### config.mk
export PLATFORM = sky130hd
export DESIGN_NAME = task_scheduler_select_unit
export DESIGN_NICKNAME = d
export VERILOG_FILES = /design/src/hw/rtl/tss_pkg.sv /design/src/hw/rtl/tss_ram.sv /design/src/hw/rtl/tss_table.sv /design/src/hw/rtl/tss_engine.sv /design/src/hw/rtl/task_scheduler_select_unit.sv
export VERILOG_INCLUDE_DIRS = /design/src /design/src/hw/rtl
export SDC_FILE = /design/constraint.sdc
export NUM_CORES = 1
export LEC_CHECK = 0
export ABC_AREA = 1
export BUFFER_PORTS_ARGS = -buffer_cell sky130_fd_sc_hd__clkbuf_2
export CAP_MARGIN = 20
export CORE_ASPECT_RATIO = 1.5
export CORE_MARGIN = 1.5
export CORE_UTILIZATION = 51
export CTS_CLUSTER_DIAMETER = 100
export CTS_CLUSTER_SIZE = 14
export DETAILED_ROUTE_END_ITERATION = 16
export PLACE_DENSITY_LB_ADDON = 0.08
export SETUP_SLACK_MARGIN = 0.15
export SYNTH_ARGS = -nofsm -noshare
export SYNTH_HDL_FRONTEND = slang
export SYNTH_SLANG_ARGS = --single-unit
### constraint.sdc
create_clock -name i_clk -period 3 [get_ports i_clk]
set_input_delay 0.45 -clock i_clk [delete_from_list [all_inputs] [get_ports i_clk]]
set_output_delay 0.45 -clock i_clk [all_outputs]
set_load 0.01 [all_outputs]
### src/hw/rtl/task_scheduler_select_unit_assert.svh
// Assertion macros for the scheduler RTL.
// Each macro takes a label, a clock, an active-low reset and two expressions.
`ifndef TASK_SCHEDULER_SELECT_UNIT_ASSERT_SVH
`define TASK_SCHEDULER_SELECT_UNIT_ASSERT_SVH

`ifndef SYNTHESIS

// The consequent must hold in the same cycle as the antecedent.
`define TSS_ASSERT_IMP(lbl, clk, rst_n, ante, cons) \
    lbl: assert property (@(posedge clk) disable iff (!(rst_n)) (ante) |-> (cons)) \
        else $error("%m: check failed");

// The consequent must hold in the cycle after the antecedent.
`define TSS_ASSERT_NXT(lbl, clk, rst_n, ante, cons) \
    lbl: assert property (@(posedge clk) disable iff (!(rst_n)) (ante) |=> (cons)) \
        else $error("%m: check failed");

`else

`define TSS_ASSERT_IMP(lbl, clk, rst_n, ante, cons)
`define TSS_ASSERT_NXT(lbl, clk, rst_n, ante, cons)

`endif

`endif

### src/hw/rtl/tss_pkg.sv
package tss_pkg;

    // Default size of the task table.
    localparam int TSS_MAX_TASKS = 16;

    // Fixed field widths.
    localparam int IDX_W  = 4;
    localparam int PRIO_W = 8;
    localparam int CNT_W  = 5;

    // Item operation codes.
    typedef enum logic {
        OP_WRITE = 1'b0,
        OP_SCHED = 1'b1
    } t_op;

    // Scheduling modes.
    typedef enum logic {
        MODE_RR   = 1'b0,
        MODE_PRIO = 1'b1
    } t_mode;

    // Configuration register indexes.
    typedef enum logic {
        CFG_MODE  = 1'b0,
        CFG_COUNT = 1'b1
    } t_cfg_reg;

    // One task table entry.
    typedef struct packed {
        logic              ready;
        logic [PRIO_W-1:0] prio;
        logic              idle;
    } t_entry;

    // One input request.
    typedef struct packed {
        t_op              op;
        logic [IDX_W-1:0] index;
        t_entry           entry;
    } t_item;

    // One result.
    typedef struct packed {
        logic [IDX_W-1:0] sel_index;
        logic             sel_valid;
    } t_result;

endpackage

### src/hw/rtl/tss_ram.sv
module tss_ram
    #(
        parameter int WIDTH = 8,
        parameter int DEPTH = 16
    )
    (
        input  logic                     i_clk,
        input  logic                     i_wr_en,
        input  logic [$clog2(DEPTH)-1:0] i_wr_addr,
        input  logic [WIDTH-1:0]         i_wr_data,
        input  logic [$clog2(DEPTH)-1:0] i_rd_addr,
        output logic [WIDTH-1:0]         o_rd_data
    );

    logic [WIDTH-1:0] r_mem [DEPTH];
    logic [WIDTH-1:0] r_q;

    // Single write port.
    always_ff @(posedge i_clk) begin
        if (i_wr_en) begin
            r_mem[i_wr_addr] <= i_wr_data;
        end
    end

    // Registered read port.
    always_ff @(posedge i_clk) begin
        r_q <= r_mem[i_rd_addr];
    end

    assign o_rd_data = r_q;

endmodule

### src/hw/rtl/tss_table.sv
module tss_table
    import tss_pkg::*;
    #(
        parameter int MAX_TASKS = TSS_MAX_TASKS
    )
    (
        input  logic                         i_clk,
        input  logic                         i_rst_n,
        input  logic                         i_wr_en,
        input  logic [$clog2(MAX_TASKS)-1:0] i_wr_addr,
        input  t_entry                       i_wr_entry,
        input  logic [$clog2(MAX_TASKS)-1:0] i_rd_addr,
        output t_entry                       o_rd_entry
    );

    localparam int ENTRY_W = $bits(t_entry);

    logic [MAX_TASKS-1:0] r_valid;
    logic                 r_rd_valid;
    logic [ENTRY_W-1:0]   ram_q;

    // Entry storage.
    tss_ram #(
        .WIDTH (ENTRY_W),
        .DEPTH (MAX_TASKS)
    ) u_ram (
        .i_clk     (i_clk),
        .i_wr_en   (i_wr_en),
        .i_wr_addr (i_wr_addr),
        .i_wr_data (i_wr_entry),
        .i_rd_addr (i_rd_addr),
        .o_rd_data (ram_q)
    );

    // Written marks; an entry never written reads as cleared.
    always_ff @(posedge i_clk) begin
        if (!i_rst_n) begin
            r_valid <= '0;
        end else if (i_wr_en) begin
            r_valid[i_wr_addr] <= 1'b1;
        end
    end

    // The mark is read alongside the memory so both arrive together.
    always_ff @(posedge i_clk) begin
        r_rd_valid <= r_valid[i_rd_addr];
    end

    assign o_rd_entry = r_rd_valid ? t_entry'(ram_q) : '0;

endmodule

### src/hw/rtl/tss_engine.sv
module tss_engine
    import tss_pkg::*;
    #(
        parameter int MAX_TASKS = TSS_MAX_TASKS
    )
    (
        input  logic                           i_clk,
        input  logic                           i_rst_n,
        input  logic                           i_start,
        input  t_item                          i_item,
        input  t_mode                          i_mode,
        input  logic [$clog2(MAX_TASKS+1)-1:0] i_count,
        output logic                           o_busy,
        output logic                           o_wr_en,
        output logic [$clog2(MAX_TASKS)-1:0]   o_wr_addr,
        output t_entry                         o_wr_entry,
        output logic [$clog2(MAX_TASKS)-1:0]   o_rd_addr,
        input  t_entry                         i_rd_entry,
        output logic                           o_done,
        output t_result                        o_result,
        input  logic                           i_taken
    );

    localparam int AW  = $clog2(MAX_TASKS);
    localparam int CW  = $clog2(MAX_TASKS + 1);
    localparam int LW  = CW + 1;
    localparam int IW  = (AW > IDX_W) ? AW : IDX_W;
    localparam int IRW = IW + 1;

    typedef enum logic [3:0] {
        ST_IDLE = 4'b0001,
        ST_WRAP = 4'b0010,
        ST_SCAN = 4'b0100,
        ST_DONE = 4'b1000
    } t_state;

    t_state            r_state, n_state;
    logic [CW-1:0]     r_pos, n_pos;
    logic [LW-1:0]     r_issue, n_issue;
    logic              r_rd_vld, n_rd_vld;
    logic [AW-1:0]     r_rd_pos, n_rd_pos;
    logic              r_idle_seen, n_idle_seen;
    logic [PRIO_W-1:0] r_best, n_best;
    logic [AW-1:0]     r_sel, n_sel;
    logic [AW-1:0]     r_running, n_running;
    t_result           r_result, n_result;

    logic [IW-1:0]     idx_wide;
    logic              wr_in_range;
    logic [LW-1:0]     limit;
    logic [CW-1:0]     pos_inc;
    logic [CW-1:0]     pos_next;
    logic              finish;
    logic [AW-1:0]     fin_sel;
    logic [IW-1:0]     fin_wide;

    // Write address; indexes past the table are dropped.
    assign idx_wide    = IW'(i_item.index);
    assign wr_in_range = ({1'b0, idx_wide} < IRW'(MAX_TASKS));
    assign o_wr_addr   = idx_wide[AW-1:0];
    assign o_wr_entry  = i_item.entry;

    // Round robin walks two passes, priority mode one.
    assign limit = (i_mode == MODE_RR) ? {i_count, 1'b0} : {1'b0, i_count};

    // Next scan position, wrapping at the task count.
    assign pos_inc  = r_pos + CW'(1);
    assign pos_next = (pos_inc == i_count) ? '0 : pos_inc;

    assign o_rd_addr = r_pos[AW-1:0];
    assign fin_wide  = IW'(fin_sel);

    // Sequencer and the shared compare unit.
    always_comb begin
        n_state     = r_state;
        n_pos       = r_pos;
        n_issue     = r_issue;
        n_rd_vld    = 1'b0;
        n_rd_pos    = r_rd_pos;
        n_idle_seen = r_idle_seen;
        n_best      = r_best;
        n_sel       = r_sel;
        n_running   = r_running;
        n_result    = r_result;
        o_wr_en     = 1'b0;
        finish      = 1'b0;
        fin_sel     = '0;
        case (r_state)
            ST_IDLE: begin
                if (i_start) begin
                    if (i_item.op == OP_WRITE) begin
                        o_wr_en  = wr_in_range;
                        n_result = '{sel_index: '0, sel_valid: 1'b0};
                        n_state  = ST_DONE;
                    end else begin
                        n_issue     = '0;
                        n_idle_seen = 1'b0;
                        n_best      = '0;
                        n_sel       = '0;
                        if (i_mode == MODE_PRIO) begin
                            n_pos   = '0;
                            n_state = ST_SCAN;
                        end else begin
                            n_pos   = CW'(r_running) + CW'(1);
                            n_state = ST_WRAP;
                        end
                    end
                end
            end
            ST_WRAP: begin
                // Reduce the start position modulo the count, one subtraction a cycle.
                if (r_pos >= i_count) begin
                    n_pos = r_pos - i_count;
                end else begin
                    n_state = ST_SCAN;
                end
            end
            ST_SCAN: begin
                // Issue the next table read.
                if (r_issue != limit) begin
                    n_rd_vld = 1'b1;
                    n_rd_pos = r_pos[AW-1:0];
                    n_pos    = pos_next;
                    n_issue  = r_issue + LW'(1);
                end
                // Judge the entry that came back this cycle.
                if (r_rd_vld) begin
                    if (i_mode == MODE_RR) begin
                        if (i_rd_entry.idle) begin
                            if (r_idle_seen) begin
                                finish  = 1'b1;
                                fin_sel = '0;
                            end else begin
                                n_idle_seen = 1'b1;
                            end
                        end else if (i_rd_entry.ready) begin
                            finish  = 1'b1;
                            fin_sel = r_rd_pos;
                        end
                    end else if (i_rd_entry.ready) begin
                        if (i_rd_entry.prio > r_best) begin
                            n_best = i_rd_entry.prio;
                            n_sel  = r_rd_pos;
                        end else if (i_rd_entry.prio == r_best && r_rd_pos == r_running) begin
                            n_sel = r_rd_pos;
                        end
                    end
                    // Last entry judged without a round-robin pick.
                    if (!finish && r_issue == limit) begin
                        finish  = 1'b1;
                        fin_sel = (i_mode == MODE_PRIO) ? n_sel : '0;
                    end
                end
                if (finish) begin
                    n_running = fin_sel;
                    n_result  = '{sel_index: fin_wide[IDX_W-1:0], sel_valid: 1'b1};
                    n_state   = ST_DONE;
                end
            end
            ST_DONE: begin
                if (i_taken) begin
                    n_state = ST_IDLE;
                end
            end
            default: begin
                n_state = ST_IDLE;
            end
        endcase
    end

    // Control state.
    always_ff @(posedge i_clk) begin
        if (!i_rst_n) begin
            r_state   <= ST_IDLE;
            r_rd_vld  <= 1'b0;
            r_running <= '0;
        end else begin
            r_state   <= n_state;
            r_rd_vld  <= n_rd_vld;
            r_running <= n_running;
        end
    end

    // Working registers.
    always_ff @(posedge i_clk) begin
        r_pos       <= n_pos;
        r_issue     <= n_issue;
        r_rd_pos    <= n_rd_pos;
        r_idle_seen <= n_idle_seen;
        r_best      <= n_best;
        r_sel       <= n_sel;
        r_result    <= n_result;
    end

    assign o_busy   = (r_state != ST_IDLE);
    assign o_done   = (r_state == ST_DONE);
    assign o_result = r_result;

endmodule

### src/hw/rtl/task_scheduler_select_unit.sv
// Channel   | Direction | Handshake                 | Payload
// ----------+-----------+---------------------------+------------------------------------------
// request   | in        | i_in_valid / o_in_stall   | operation, entry index, ready, priority,
//           |           |                           | idle mark
// result    | out       | o_out_valid / i_out_stall | selected index, selected valid
// config    | in        | i_cfg_valid / o_cfg_ready | register index, write data
//
// A write request passes the sequencer's done state before the output register takes it.
// Round robin first reduces the start position modulo the task count n (0 to MAX_TASKS
// subtractions), then reads up to two passes of n entries; priority mode reads one pass.
// The rate is set by the one-entry-per-cycle read of the task table memory.
// Synchronous active-low reset clears the table and running task; mode resets to RR, count to 1.
// A stalled result waits in the output register while the next request is worked on.
`include "task_scheduler_select_unit_assert.svh"

module task_scheduler_select_unit
    import tss_pkg::*;
    #(
        parameter int MAX_TASKS = TSS_MAX_TASKS
    )
    (
        input  logic              i_clk,
        input  logic              i_rst_n,
        input  logic              i_in_valid,
        output logic              o_in_stall,
        input  logic              i_operation,
        input  logic [IDX_W-1:0]  i_entry_index,
        input  logic              i_entry_ready,
        input  logic [PRIO_W-1:0] i_entry_priority,
        input  logic              i_entry_is_idle,
        output logic              o_out_valid,
        input  logic              i_out_stall,
        output logic [IDX_W-1:0]  o_selected_index,
        output logic              o_selected_valid,
        input  logic              i_cfg_valid,
        output logic              o_cfg_ready,
        input  logic              i_cfg_index,
        input  logic [CNT_W-1:0]  i_cfg_data
    );

    localparam int AW = $clog2(MAX_TASKS);
    localparam int CW = $clog2(MAX_TASKS + 1);

    t_mode         r_mode;
    logic [CW-1:0] r_count;
    logic          r_out_valid;
    t_result       r_out;

    t_item         item;
    logic          in_accept;
    logic          busy;
    logic          done;
    logic          taken;
    logic          out_free;
    t_result       result;
    logic          wr_en;
    logic [AW-1:0] wr_addr;
    t_entry        wr_entry;
    logic [AW-1:0] rd_addr;
    t_entry        rd_entry;

    // Configuration writes are always taken; the count is stored clamped.
    assign o_cfg_ready = 1'b1;

    always_ff @(posedge i_clk) begin
        if (!i_rst_n) begin
            r_mode  <= MODE_RR;
            r_count <= CW'(1);
        end else if (i_cfg_valid && o_cfg_ready) begin
            if (t_cfg_reg'(i_cfg_index) == CFG_MODE) begin
                r_mode <= t_mode'(i_cfg_data[0]);
            end else if (i_cfg_data == '0) begin
                r_count <= CW'(1);
            end else if (32'(i_cfg_data) > MAX_TASKS) begin
                r_count <= CW'(MAX_TASKS);
            end else begin
                r_count <= CW'(i_cfg_data);
            end
        end
    end

    // Request intake.
    assign item = '{
        op:    t_op'(i_operation),
        index: i_entry_index,
        entry: '{ready: i_entry_ready, prio: i_entry_priority, idle: i_entry_is_idle}
    };
    assign o_in_stall = busy;
    assign in_accept  = i_in_valid && !o_in_stall;

    // Task table.
    tss_table #(
        .MAX_TASKS (MAX_TASKS)
    ) u_table (
        .i_clk      (i_clk),
        .i_rst_n    (i_rst_n),
        .i_wr_en    (wr_en),
        .i_wr_addr  (wr_addr),
        .i_wr_entry (wr_entry),
        .i_rd_addr  (rd_addr),
        .o_rd_entry (rd_entry)
    );

    // Selection sequencer.
    tss_engine #(
        .MAX_TASKS (MAX_TASKS)
    ) u_engine (
        .i_clk      (i_clk),
        .i_rst_n    (i_rst_n),
        .i_start    (in_accept),
        .i_item     (item),
        .i_mode     (r_mode),
        .i_count    (r_count),
        .o_busy     (busy),
        .o_wr_en    (wr_en),
        .o_wr_addr  (wr_addr),
        .o_wr_entry (wr_entry),
        .o_rd_addr  (rd_addr),
        .i_rd_entry (rd_entry),
        .o_done     (done),
        .o_result   (result),
        .i_taken    (taken)
    );

    // Output register; it is free when empty or being drained this cycle.
    assign out_free = !r_out_valid || !i_out_stall;
    assign taken    = done && out_free;

    always_ff @(posedge i_clk) begin
        if (!i_rst_n) begin
            r_out_valid <= 1'b0;
        end else if (taken) begin
            r_out_valid <= 1'b1;
        end else if (!i_out_stall) begin
            r_out_valid <= 1'b0;
        end
    end

    always_ff @(posedge i_clk) begin
        if (taken) begin
            r_out <= result;
        end
    end

    assign o_out_valid      = r_out_valid;
    assign o_selected_index = r_out.sel_index;
    assign o_selected_valid = r_out.sel_valid;

    // An accepted request always occupies the sequencer in the next cycle.
    `TSS_ASSERT_NXT(a_accept_busy, i_clk, i_rst_n, in_accept, o_in_stall)
    // A write acknowledgement carries index zero.
    `TSS_ASSERT_IMP(a_ack_zero, i_clk, i_rst_n, o_out_valid && !o_selected_valid, ~|o_selected_index)
    // A new result only appears after the sequencer was busy with it.
    `TSS_ASSERT_IMP(a_out_from_busy, i_clk, i_rst_n, $rose(o_out_valid), $past(o_in_stall))

endmodule

==> flow_metrics.env, run 1 <==
export IMPL_synthAdderAreaFrac_pct=2.13
export IMPL_cap_violations=0
export IMPL_fillCellCount=1746
export IMPL_synth_top_cell_area_share_pct=57.5
export IMPL_timing_rr_end="u_engine.r_pos[1]$_DFFE_PP_"
export IMPL_grt_pass1_wl_um=37600
export IMPL_power_frac_clock_pct=26.3
export IMPL_synthMuxAreaShare_pct=0
export IMPL_slowest_stage="a211oi_1"
export IMPL_crit_family="compound AO/OA/AOI/OAI gates"
export IMPL_worstMarginPinSlew_ps=926
export IMPL_rsz0062_at_grt="no"
export IMPL_p_seq_share_pct=43.3
export IMPL_syn_inst=955
export IMPL_drive_above_1_share_pct=10.3
export IMPL_fin_crit_sh_pct=79.8
export IMPL_reg2reg_slack_ps=610
export IMPL_finalSetupViolCount=0
export IMPL_p_switching_w=0.00333
export IMPL_cp_buffers_inverters=1
export IMPL_grtUsageTotal_pct=23.2
export IMPL_post_drt_wl_per_cell_um=18.8
export IMPL_antenna_found_initial=1
export IMPL_syn_area_um2=10300
export IMPL_layout_nets=1038
export IMPL_cts_buffer_depth=3
export IMPL_cp_common_cell="nand2_2"
export IMPL_synth_compound_area_share_pct=11.2
export IMPL_critPathArrivalTime_ps=2530
export IMPL_path_max_fanout=11
export IMPL_dp_hpwl_um=15500
export IMPL_hold_path_depth=3
export IMPL_synth_top_family_by_area="simple AND/OR/NAND/NOR gates"
export IMPL_slew_headroom_pct=38.2
export IMPL_ys_seq_area_share_pct=65.8
export IMPL_ctsResizeCount=0
export IMPL_hold_slack_ps=187
export IMPL_design_die_area_um2=21200
export IMPL_core_rowCount=63
export IMPL_start_util_pct=52.1
export IMPL_worst_endpoint_required_ps=3130
export IMPL_syn_to_final_growth_pct=10.8
export IMPL_p_leak_nw=4.22
export IMPL_drt_pass1_iter_count=5
export IMPL_synth_xor_area_share_pct=1.26
export IMPL_synth_cell_types=41
export IMPL_grt_max_degree=90
export IMPL_ant_nets=0
export IMPL_max_stage_delay_ps=680
export IMPL_regArea_um2=6810
export IMPL_clk_pin_slew_ps=70
export IMPL_grt_overflow=0
export IMPL_yosys_area_share_simple_pct=14.8
export IMPL_worst_setup_path_type="flip-flop to flip-flop"
export IMPL_port_buffers=32
export IMPL_async_flop_share_pct=0
export IMPL_intPower_w=0.00618
export IMPL_diodes=0
export IMPL_pwr_share_comb_pct=30.5
export IMPL_fin_crit_ps=2390
export IMPL_synth_largest_area_cell="edfxtp_1"
export IMPL_path_cells="buf_4 -> nand2_2 -> o21ai_2 -> xor2_1 -> nor2_2 -> nand2_2 -> o21ai_0 -> a211oi_1"
export IMPL_critPathCaptureType="flip-flop"
export IMPL_cts_tree="done"
export IMPL_cp_start_kind="flip-flop"
export IMPL_max_vdd_ir_drop_v=0.000490
export IMPL_ios=34
export IMPL_clock_sinks=241
export IMPL_die_h_um=177
export IMPL_hp_start="i_cfg_data[2]"
export IMPL_root_buffer="clkbuf_16"
export IMPL_tns_ps=0
export IMPL_routed_wl_um=23900
export IMPL_status="completed"
export IMPL_synth_edf_count=198
export IMPL_cts_setup_buffers=0
export IMPL_htree_levels=1
export IMPL_yosysWarningCount=0
export IMPL_reg2regPathDepth=8
export IMPL_ys_ff_latch=241
export IMPL_swShare_pct=35.0
export IMPL_synth_fp_nets=998
export IMPL_place_congestion=0.893
export IMPL_max_freq_ghz=0.418
export IMPL_cts_hold_buf=0
export IMPL_p_per_area_nw_per_um2=830
export IMPL_cts_inserted_buffers=21
export IMPL_core_um2=19900
export IMPL_synthTopCellsByArea="edfxtp_1 57%, dfxtp_1 8.3%, nor2_1 6.7%"
export IMPL_hold_path_class="input pin to flip-flop"
export IMPL_drv_slew=0
export IMPL_clk_latency_ps=510
export IMPL_ys_flop_type="edfxtp_1"
export IMPL_hold_viol=0
export IMPL_r2r_start="r_mode$_SDFFE_PN0P_"
export IMPL_multi_input_area_um2=3040
export IMPL_worstHoldEndpoint="r_count[2]$_SDFFE_PN0P_"
export IMPL_dr_total_vias=7017
export IMPL_via_per_inst=5.53
export IMPL_drc=0
export IMPL_clock_skew_ps=18.4
export IMPL_drt_iter0_drc=566
export IMPL_grt_pass1_vias=7060
export IMPL_die_w_um=119
export IMPL_syn_area_per_cell_um2=10.8
==> sequential cells by signal, summed over array words and instances, names as in the netlist <==
register and count:
u_engine.r_rd_vld 1, u_engine.r_rd_pos 4, u_table.u_ram.r_mem 160, u_engine.r_sel 4, r_mode 1, u_engine.r_state 4, u_table.r_valid 16, u_engine.r_running 4
o_selected_valid 1, u_engine.r_idle_seen 1, o_selected_index 4, u_table.u_ram.o_rd_data 10, o_out_valid 1, u_engine.r_pos 5, u_engine.r_best 8, u_engine.r_issue 6
u_table.r_rd_valid 1, r_count 5, u_engine.o_result 5
==> routing by layer <==
| metal | GRT usage [%] | vias to the layer above | wire length [µm] |
|---|---|---|---|
| met5 | 0 | - | 0 |
| met4 | 8.08 | 0 | 722 |
| met3 | 3.21 | 54 | 964 |
| met2 | 43.3 | 162 | 12600 |
| met1 | 27.1 | 3384 | 9600 |
| li1 | - | 3417 | - |
==> synthesized netlist by cell type (2+ instances only) <==
| master | number |
|---|---|
| nor2_1 | 184 |
| nand2_2 | 4 |
| nor3_1 | 6 |
| ha_1 | 16 |
| or2_2 | 2 |
| o22ai_1 | 11 |
| dfxtp_1 | 43 |
| nand3b_1 | 2 |
| edfxtp_1 | 198 |
| buf_2 | 4 |
| nand2_1 | 115 |
| nor2_2 | 2 |
| o211ai_1 | 14 |
| nand3_1 | 35 |
| xnor2_1 | 2 |
| inv_2 | 2 |
| o21ai_0 | 98 |
| o21ai_1 | 4 |
| o221ai_1 | 33 |
| nand4_1 | 5 |
| a21oi_1 | 30 |
| clkbuf_1 | 36 |
| a211oi_1 | 2 |
| nor3_4 | 2 |
| nand3_2 | 2 |
| inv_1 | 77 |
| buf_4 | 2 |
| xor2_1 | 11 |
==> placed cells by master (no fill, tap or decap), types with 2 or more instances in the layout <==
cell / instances
buf_4: 29
a21oi_1: 30
edfxtp_1: 198
xnor2_1: 2
nand4_1: 5
clkbuf_2: 32
o211ai_1: 14
nand3b_1: 2
dfxtp_1: 43
clkbuf_1: 15
nor2_1: 184
ha_1: 16
nor3_1: 6
nor3_4: 2
nand2_2: 4
inv_1: 77
nand3_2: 2
nand3_1: 35
nor2_2: 2
a211oi_1: 2
o22ai_1: 11
or2_2: 2
o221ai_1: 33
xor2_1: 11
inv_2: 2
clkbuf_16: 21
o21ai_0: 98
o21ai_1: 4
nand2_1: 115
==> worst register-to-register path: cells and delay by family, from the launching register on <==
family          cells  cell delay (ps)
buf+inv             1              270
flops               1              510
simple gates        3              230
xor+xnor            1              190
compound gates      3              840
==> per-stage QoR <==
step	total power [W]	utilization (%)	setup slack, ps	cells	instance area [µm²]
2_1_floorplan	0.00619	-	702	955	10300
3_3_place_gp	0.00708	54.6	617	1232	10800
3_5_place_dp	0.00710	54.6	638	1232	10800
4_1_cts	0.00958	57.7	620	1270	11500
5_1_grt	0.0101	57.7	345	1270	11500
6_report	0.00951	57.7	607	1270	11500
==> worst max-delay path by stage <==
| stage | start | end | cells after the start |
|---|---|---|---|
| 2_1_floorplan | u_engine.r_pos[0]$_DFFE_PP_ | u_engine.r_pos[4]$_DFFE_PP_ | 12 |
| 3_3_place_gp | u_table.r_rd_valid$_DFF_P_ | u_engine.o_result[3]$_SDFFCE_PN0P_ | 15 |
| 5_1_grt | u_table.r_rd_valid$_DFF_P_ | u_engine.o_result[4]$_SDFFCE_PN0P_ | 15 |
| 6_report | r_mode$_SDFFE_PN0P_ | u_engine.r_pos[1]$_DFFE_PP_ | 8 |
| 4_1_cts | r_mode$_SDFFE_PN0P_ | u_engine.r_pos[1]$_DFFE_PP_ | 8 |
| 3_5_place_dp | r_mode$_SDFFE_PN0P_ | u_engine.r_pos[2]$_DFFE_PP_ | 8 |
==> final cells by class <==
class | instances | area share (%)
flip-flops and latches | 241 | 59.4
multi-input cells | 590 | 26.5
clock buffers | 36 | 5.08
repair buffers | 61 | 3.30
well taps | 260 | 2.84
inverters | 80 | 2.64
clock inverters | 2 | 0.218
==> power groups by stage <==
stage | combinational (W) | sequential, W | clock (W)
after floorplan | 0.00206 | 0.00413 | 0
after global placement | 0.00290 | 0.00419 | 0
after detailed placement | 0.00291 | 0.00419 | 0
after CTS | 0.00292 | 0.00412 | 0.00255
after global routing | 0.00326 | 0.00415 | 0.00265
final | 0.00290 | 0.00411 | 0.00250
==> cell families (layout without fill, tap and decap cells) <==
group,Yosys count,count (layout)
flip-flops,241,241
AO/OA/AOI/OAI,194,194
AND/OR/NAND/NOR,364,364
other,1,1
adder cells (fa/ha/maj),17,17
buffers and inverters,124,179
XOR/XNOR,14,14
(Power assumes the default switching activity.)
==> inputs of run 2 (changes only) <==
==> constraint.sdc (replaced) <==
create_clock -name i_clk -period 2 [get_ports i_clk]
set_input_delay 0.3 -clock i_clk [delete_from_list [all_inputs] [get_ports i_clk]]
set_output_delay 0.3 -clock i_clk [all_outputs]
set_load 0.01 [all_outputs]
==> run 2 against run 1 <==
  * Critical endpoint is now u_engine.o_result[3]$_SDFFCE_PN0P_
  * Non-clock buffer count rose by 71
  * Routed wire length rose by 14%
  * Combinational power rose by 140%
  * Sequential cell count did not move
  * The flow now finishes with violations (negative setup slack)
  * First-iteration DRC count fell by 16%
  * Sequential power rose by 52%
  * Die area did not move
  * Maximum frequency rose by 12%
  * Largest power group is now combinational cells
  * Clock skew fell by 10 ps
  * Critical path type unchanged
  * Sequential share of layout area fell by 7.5 points
  * Clock-buffer cell count did not move
==> flow_metrics.env, run 2 (same netlist as run 1, synthesis figures left out) <==
export IMPL_cp_start_kind="flip-flop"
export IMPL_htree_levels=1
export IMPL_clock_sinks=241
export IMPL_pwr_share_comb_pct=41.4
export IMPL_place_congestion=0.867
export IMPL_endpoint="u_engine.o_result[3]$_SDFFCE_PN0P_"
export IMPL_power_frac_clock_pct=22.0
export IMPL_root_buffer="clkbuf_16"
export IMPL_fin_crit_ps=2130
export IMPL_final_common_cell="edfxtp_1"
export IMPL_worst_setup_path_type="flip-flop to flip-flop"
export IMPL_layout_nets=1109
export IMPL_critPathCaptureType="flip-flop"
export IMPL_design_die_area_um2=21200
export IMPL_status="finished with violations"
export IMPL_rsz0062_at_grt="yes"
export IMPL_worstMarginPinSlew_ps=898
export IMPL_reg2regPathDepth=16
export IMPL_dr_total_vias=7471
export IMPL_layout_common_cells="198 x edfxtp_1, 161 x nor2_1, 81 x o21ai_0"
export IMPL_cts_inserted_buffers=21
export IMPL_dp_hpwl_um=16200
export IMPL_drive_above_1_share_pct=29.5
export IMPL_cts_hold_buf=0
export IMPL_p_per_area_nw_per_um2=1300
export IMPL_die_w_um=119
export IMPL_post_drt_wl_per_cell_um=20.3
export IMPL_grtUsageTotal_pct=25.2
export IMPL_max_vdd_ir_drop_v=0.000798
export IMPL_clk_latency_ps=510
export IMPL_largest_register_ffs=160
export IMPL_timing_rr_end="u_engine.o_result[3]$_SDFFCE_PN0P_"
export IMPL_drt_pass1_iter_count=5
export IMPL_layout_setup_ws_ps=-129
export IMPL_drc=0
export IMPL_largest_register="u_table.u_ram.r_mem"
export IMPL_crit_path_start="u_table.r_rd_valid$_DFF_P_"
export IMPL_via_per_inst=5.57
export IMPL_max_freq_ghz=0.470
export IMPL_drv_slew=0
export IMPL_p_seq_share_pct=36.6
export IMPL_die_h_um=177
export IMPL_path_max_fanout=5
export IMPL_grt_overflow=0
export IMPL_swShare_pct=36.4
export IMPL_fillCellCount=1517
export IMPL_intPower_w=0.0109
export IMPL_stdcell_count=1341
export IMPL_ant_nets=0
export IMPL_dpl_cell_count=1267
export IMPL_worst_endpoint_required_ps=2270
export IMPL_cap_violations=0
export IMPL_start_util_pct=52.1
export IMPL_clk_pin_slew_ps=70
export IMPL_cts_buffer_depth=3
export IMPL_p_leak_nw=4.78
export IMPL_port_buffers=32
export IMPL_core_rowCount=63
export IMPL_critPathArrivalTime_ps=2400
export IMPL_hold_path_class="input pin to flip-flop"
export IMPL_grt_pass1_vias=7184
export IMPL_core_um2=19900
export IMPL_syn_to_final_growth_pct=26.9
export IMPL_grt_max_degree=90
export IMPL_ios=34
export IMPL_cts_tree="done"
export IMPL_hold_slack_ps=35.6
export IMPL_routed_wl_um=27200
export IMPL_grt_pass1_wl_um=40400
export IMPL_reg2reg_slack_ps=-130
export IMPL_fin_crit_sh_pct=106
export IMPL_hold_viol=0
export IMPL_antenna_found_initial=0
export IMPL_fin_total_pwr_w=0.0171
export IMPL_violations="negative setup slack"
export IMPL_diodes=0
export IMPL_clock_skew_ps=8.08
export IMPL_finalSetupViolCount=18
export IMPL_slew_headroom_pct=40.1
export IMPL_r2r_start="u_table.r_rd_valid$_DFF_P_"
export IMPL_p_switching_w=0.00623
export IMPL_drt_iter0_drc=474
-- run 2: what timing repair did --
action / CTS / global route
resized for setup: 93 / 109
setup endpoints to repair: 125 / 145
setup buffers: 14 / 13
pin swaps: 36 / 64
cloned: 3 / 6
-- run 2: worst min path at each step --
stage                                                   from                                   to  slack [ps]  depth (start not counted)
after floorplan                              i_entry_is_idle  u_table.u_ram.r_mem[0][0]$_DFFE_PP_         400                          0
after global placement    u_engine.o_result[0]$_SDFFCE_PN0P_           o_selected_valid$_DFFE_PP_         420                          0
after detailed placement  u_engine.o_result[3]$_SDFFCE_PN0P_        o_selected_index[2]$_DFFE_PP_         410                          0
after CTS                                      i_cfg_data[0]              r_count[0]$_SDFFE_PN1P_          20                          3
after global routing                           i_cfg_data[1]              r_count[1]$_SDFFE_PN0P_          30                          3
final                                          i_cfg_data[0]              r_count[0]$_SDFFE_PN1P_          40                          3
-- run 2: power groups by stage --
stage | combinational, W | sequential, W | clock, W
2_1_floorplan | 0.00327 | 0.00620 | 0
3_3_place_gp | 0.00499 | 0.00630 | 0
3_5_place_dp | 0.00502 | 0.00630 | 0
4_1_cts | 0.00588 | 0.00624 | 0.00382
5_1_grt | 0.00765 | 0.00630 | 0.00401
6_report | 0.00708 | 0.00626 | 0.00376
-- run 2: critical path: stages (launching register included) --
cell and delay (ps):
dfxtp_4 370, buf_16 140, nand2_4 50, inv_2 40, ha_4 280, nand2_4 50
nor2_4 100, nor2b_4 200, inv_2 80, nand2_4 90, nand2_8 90, nand2_8 110
nand2_4 60, nand3_2 60, nand2_2 50, nand2_2 70, nor2_1 50
-- run 2: per-stage QoR --
| stage | utilization [%] | setup WS, ps | area (µm²) | TNS, ps |
|---|---|---|---|---|
| after floorplan | - | 24.7 | 10500 | 0 |
| after CTS | 63.1 | -8.83 | 12500 | -15.2 |
| after global placement | 57.2 | -21.6 | 11400 | -38.0 |
| after global routing | 66.1 | -221 | 13100 | -2810 |
| after detailed placement | 57.2 | -64.4 | 11400 | -598 |
| final | 66.1 | -129 | 13100 | -1160 |
-- run 2: routing by layer --
layer  global-route usage, %  wire (µm)  vias up
li1                        -          -     3557
met1                    30.4      10500     3633
met2                    46.7      14500      212
met3                    2.96       1110       69
met4                    8.48       1070        0
met5                       0          0        -
-- run 2: cell type report --
class | count | area [µm²] | share of cell area (%)
repair buffers | 132 | 1280 | 9.72
clock inverters | 2 | 25.0 | 0.191
flip-flops and latches | 241 | 6820 | 51.9
inverters | 80 | 325 | 2.48
multi-input cells | 590 | 3780 | 28.8
well taps | 260 | 325 | 2.48
clock buffers | 36 | 582 | 4.43
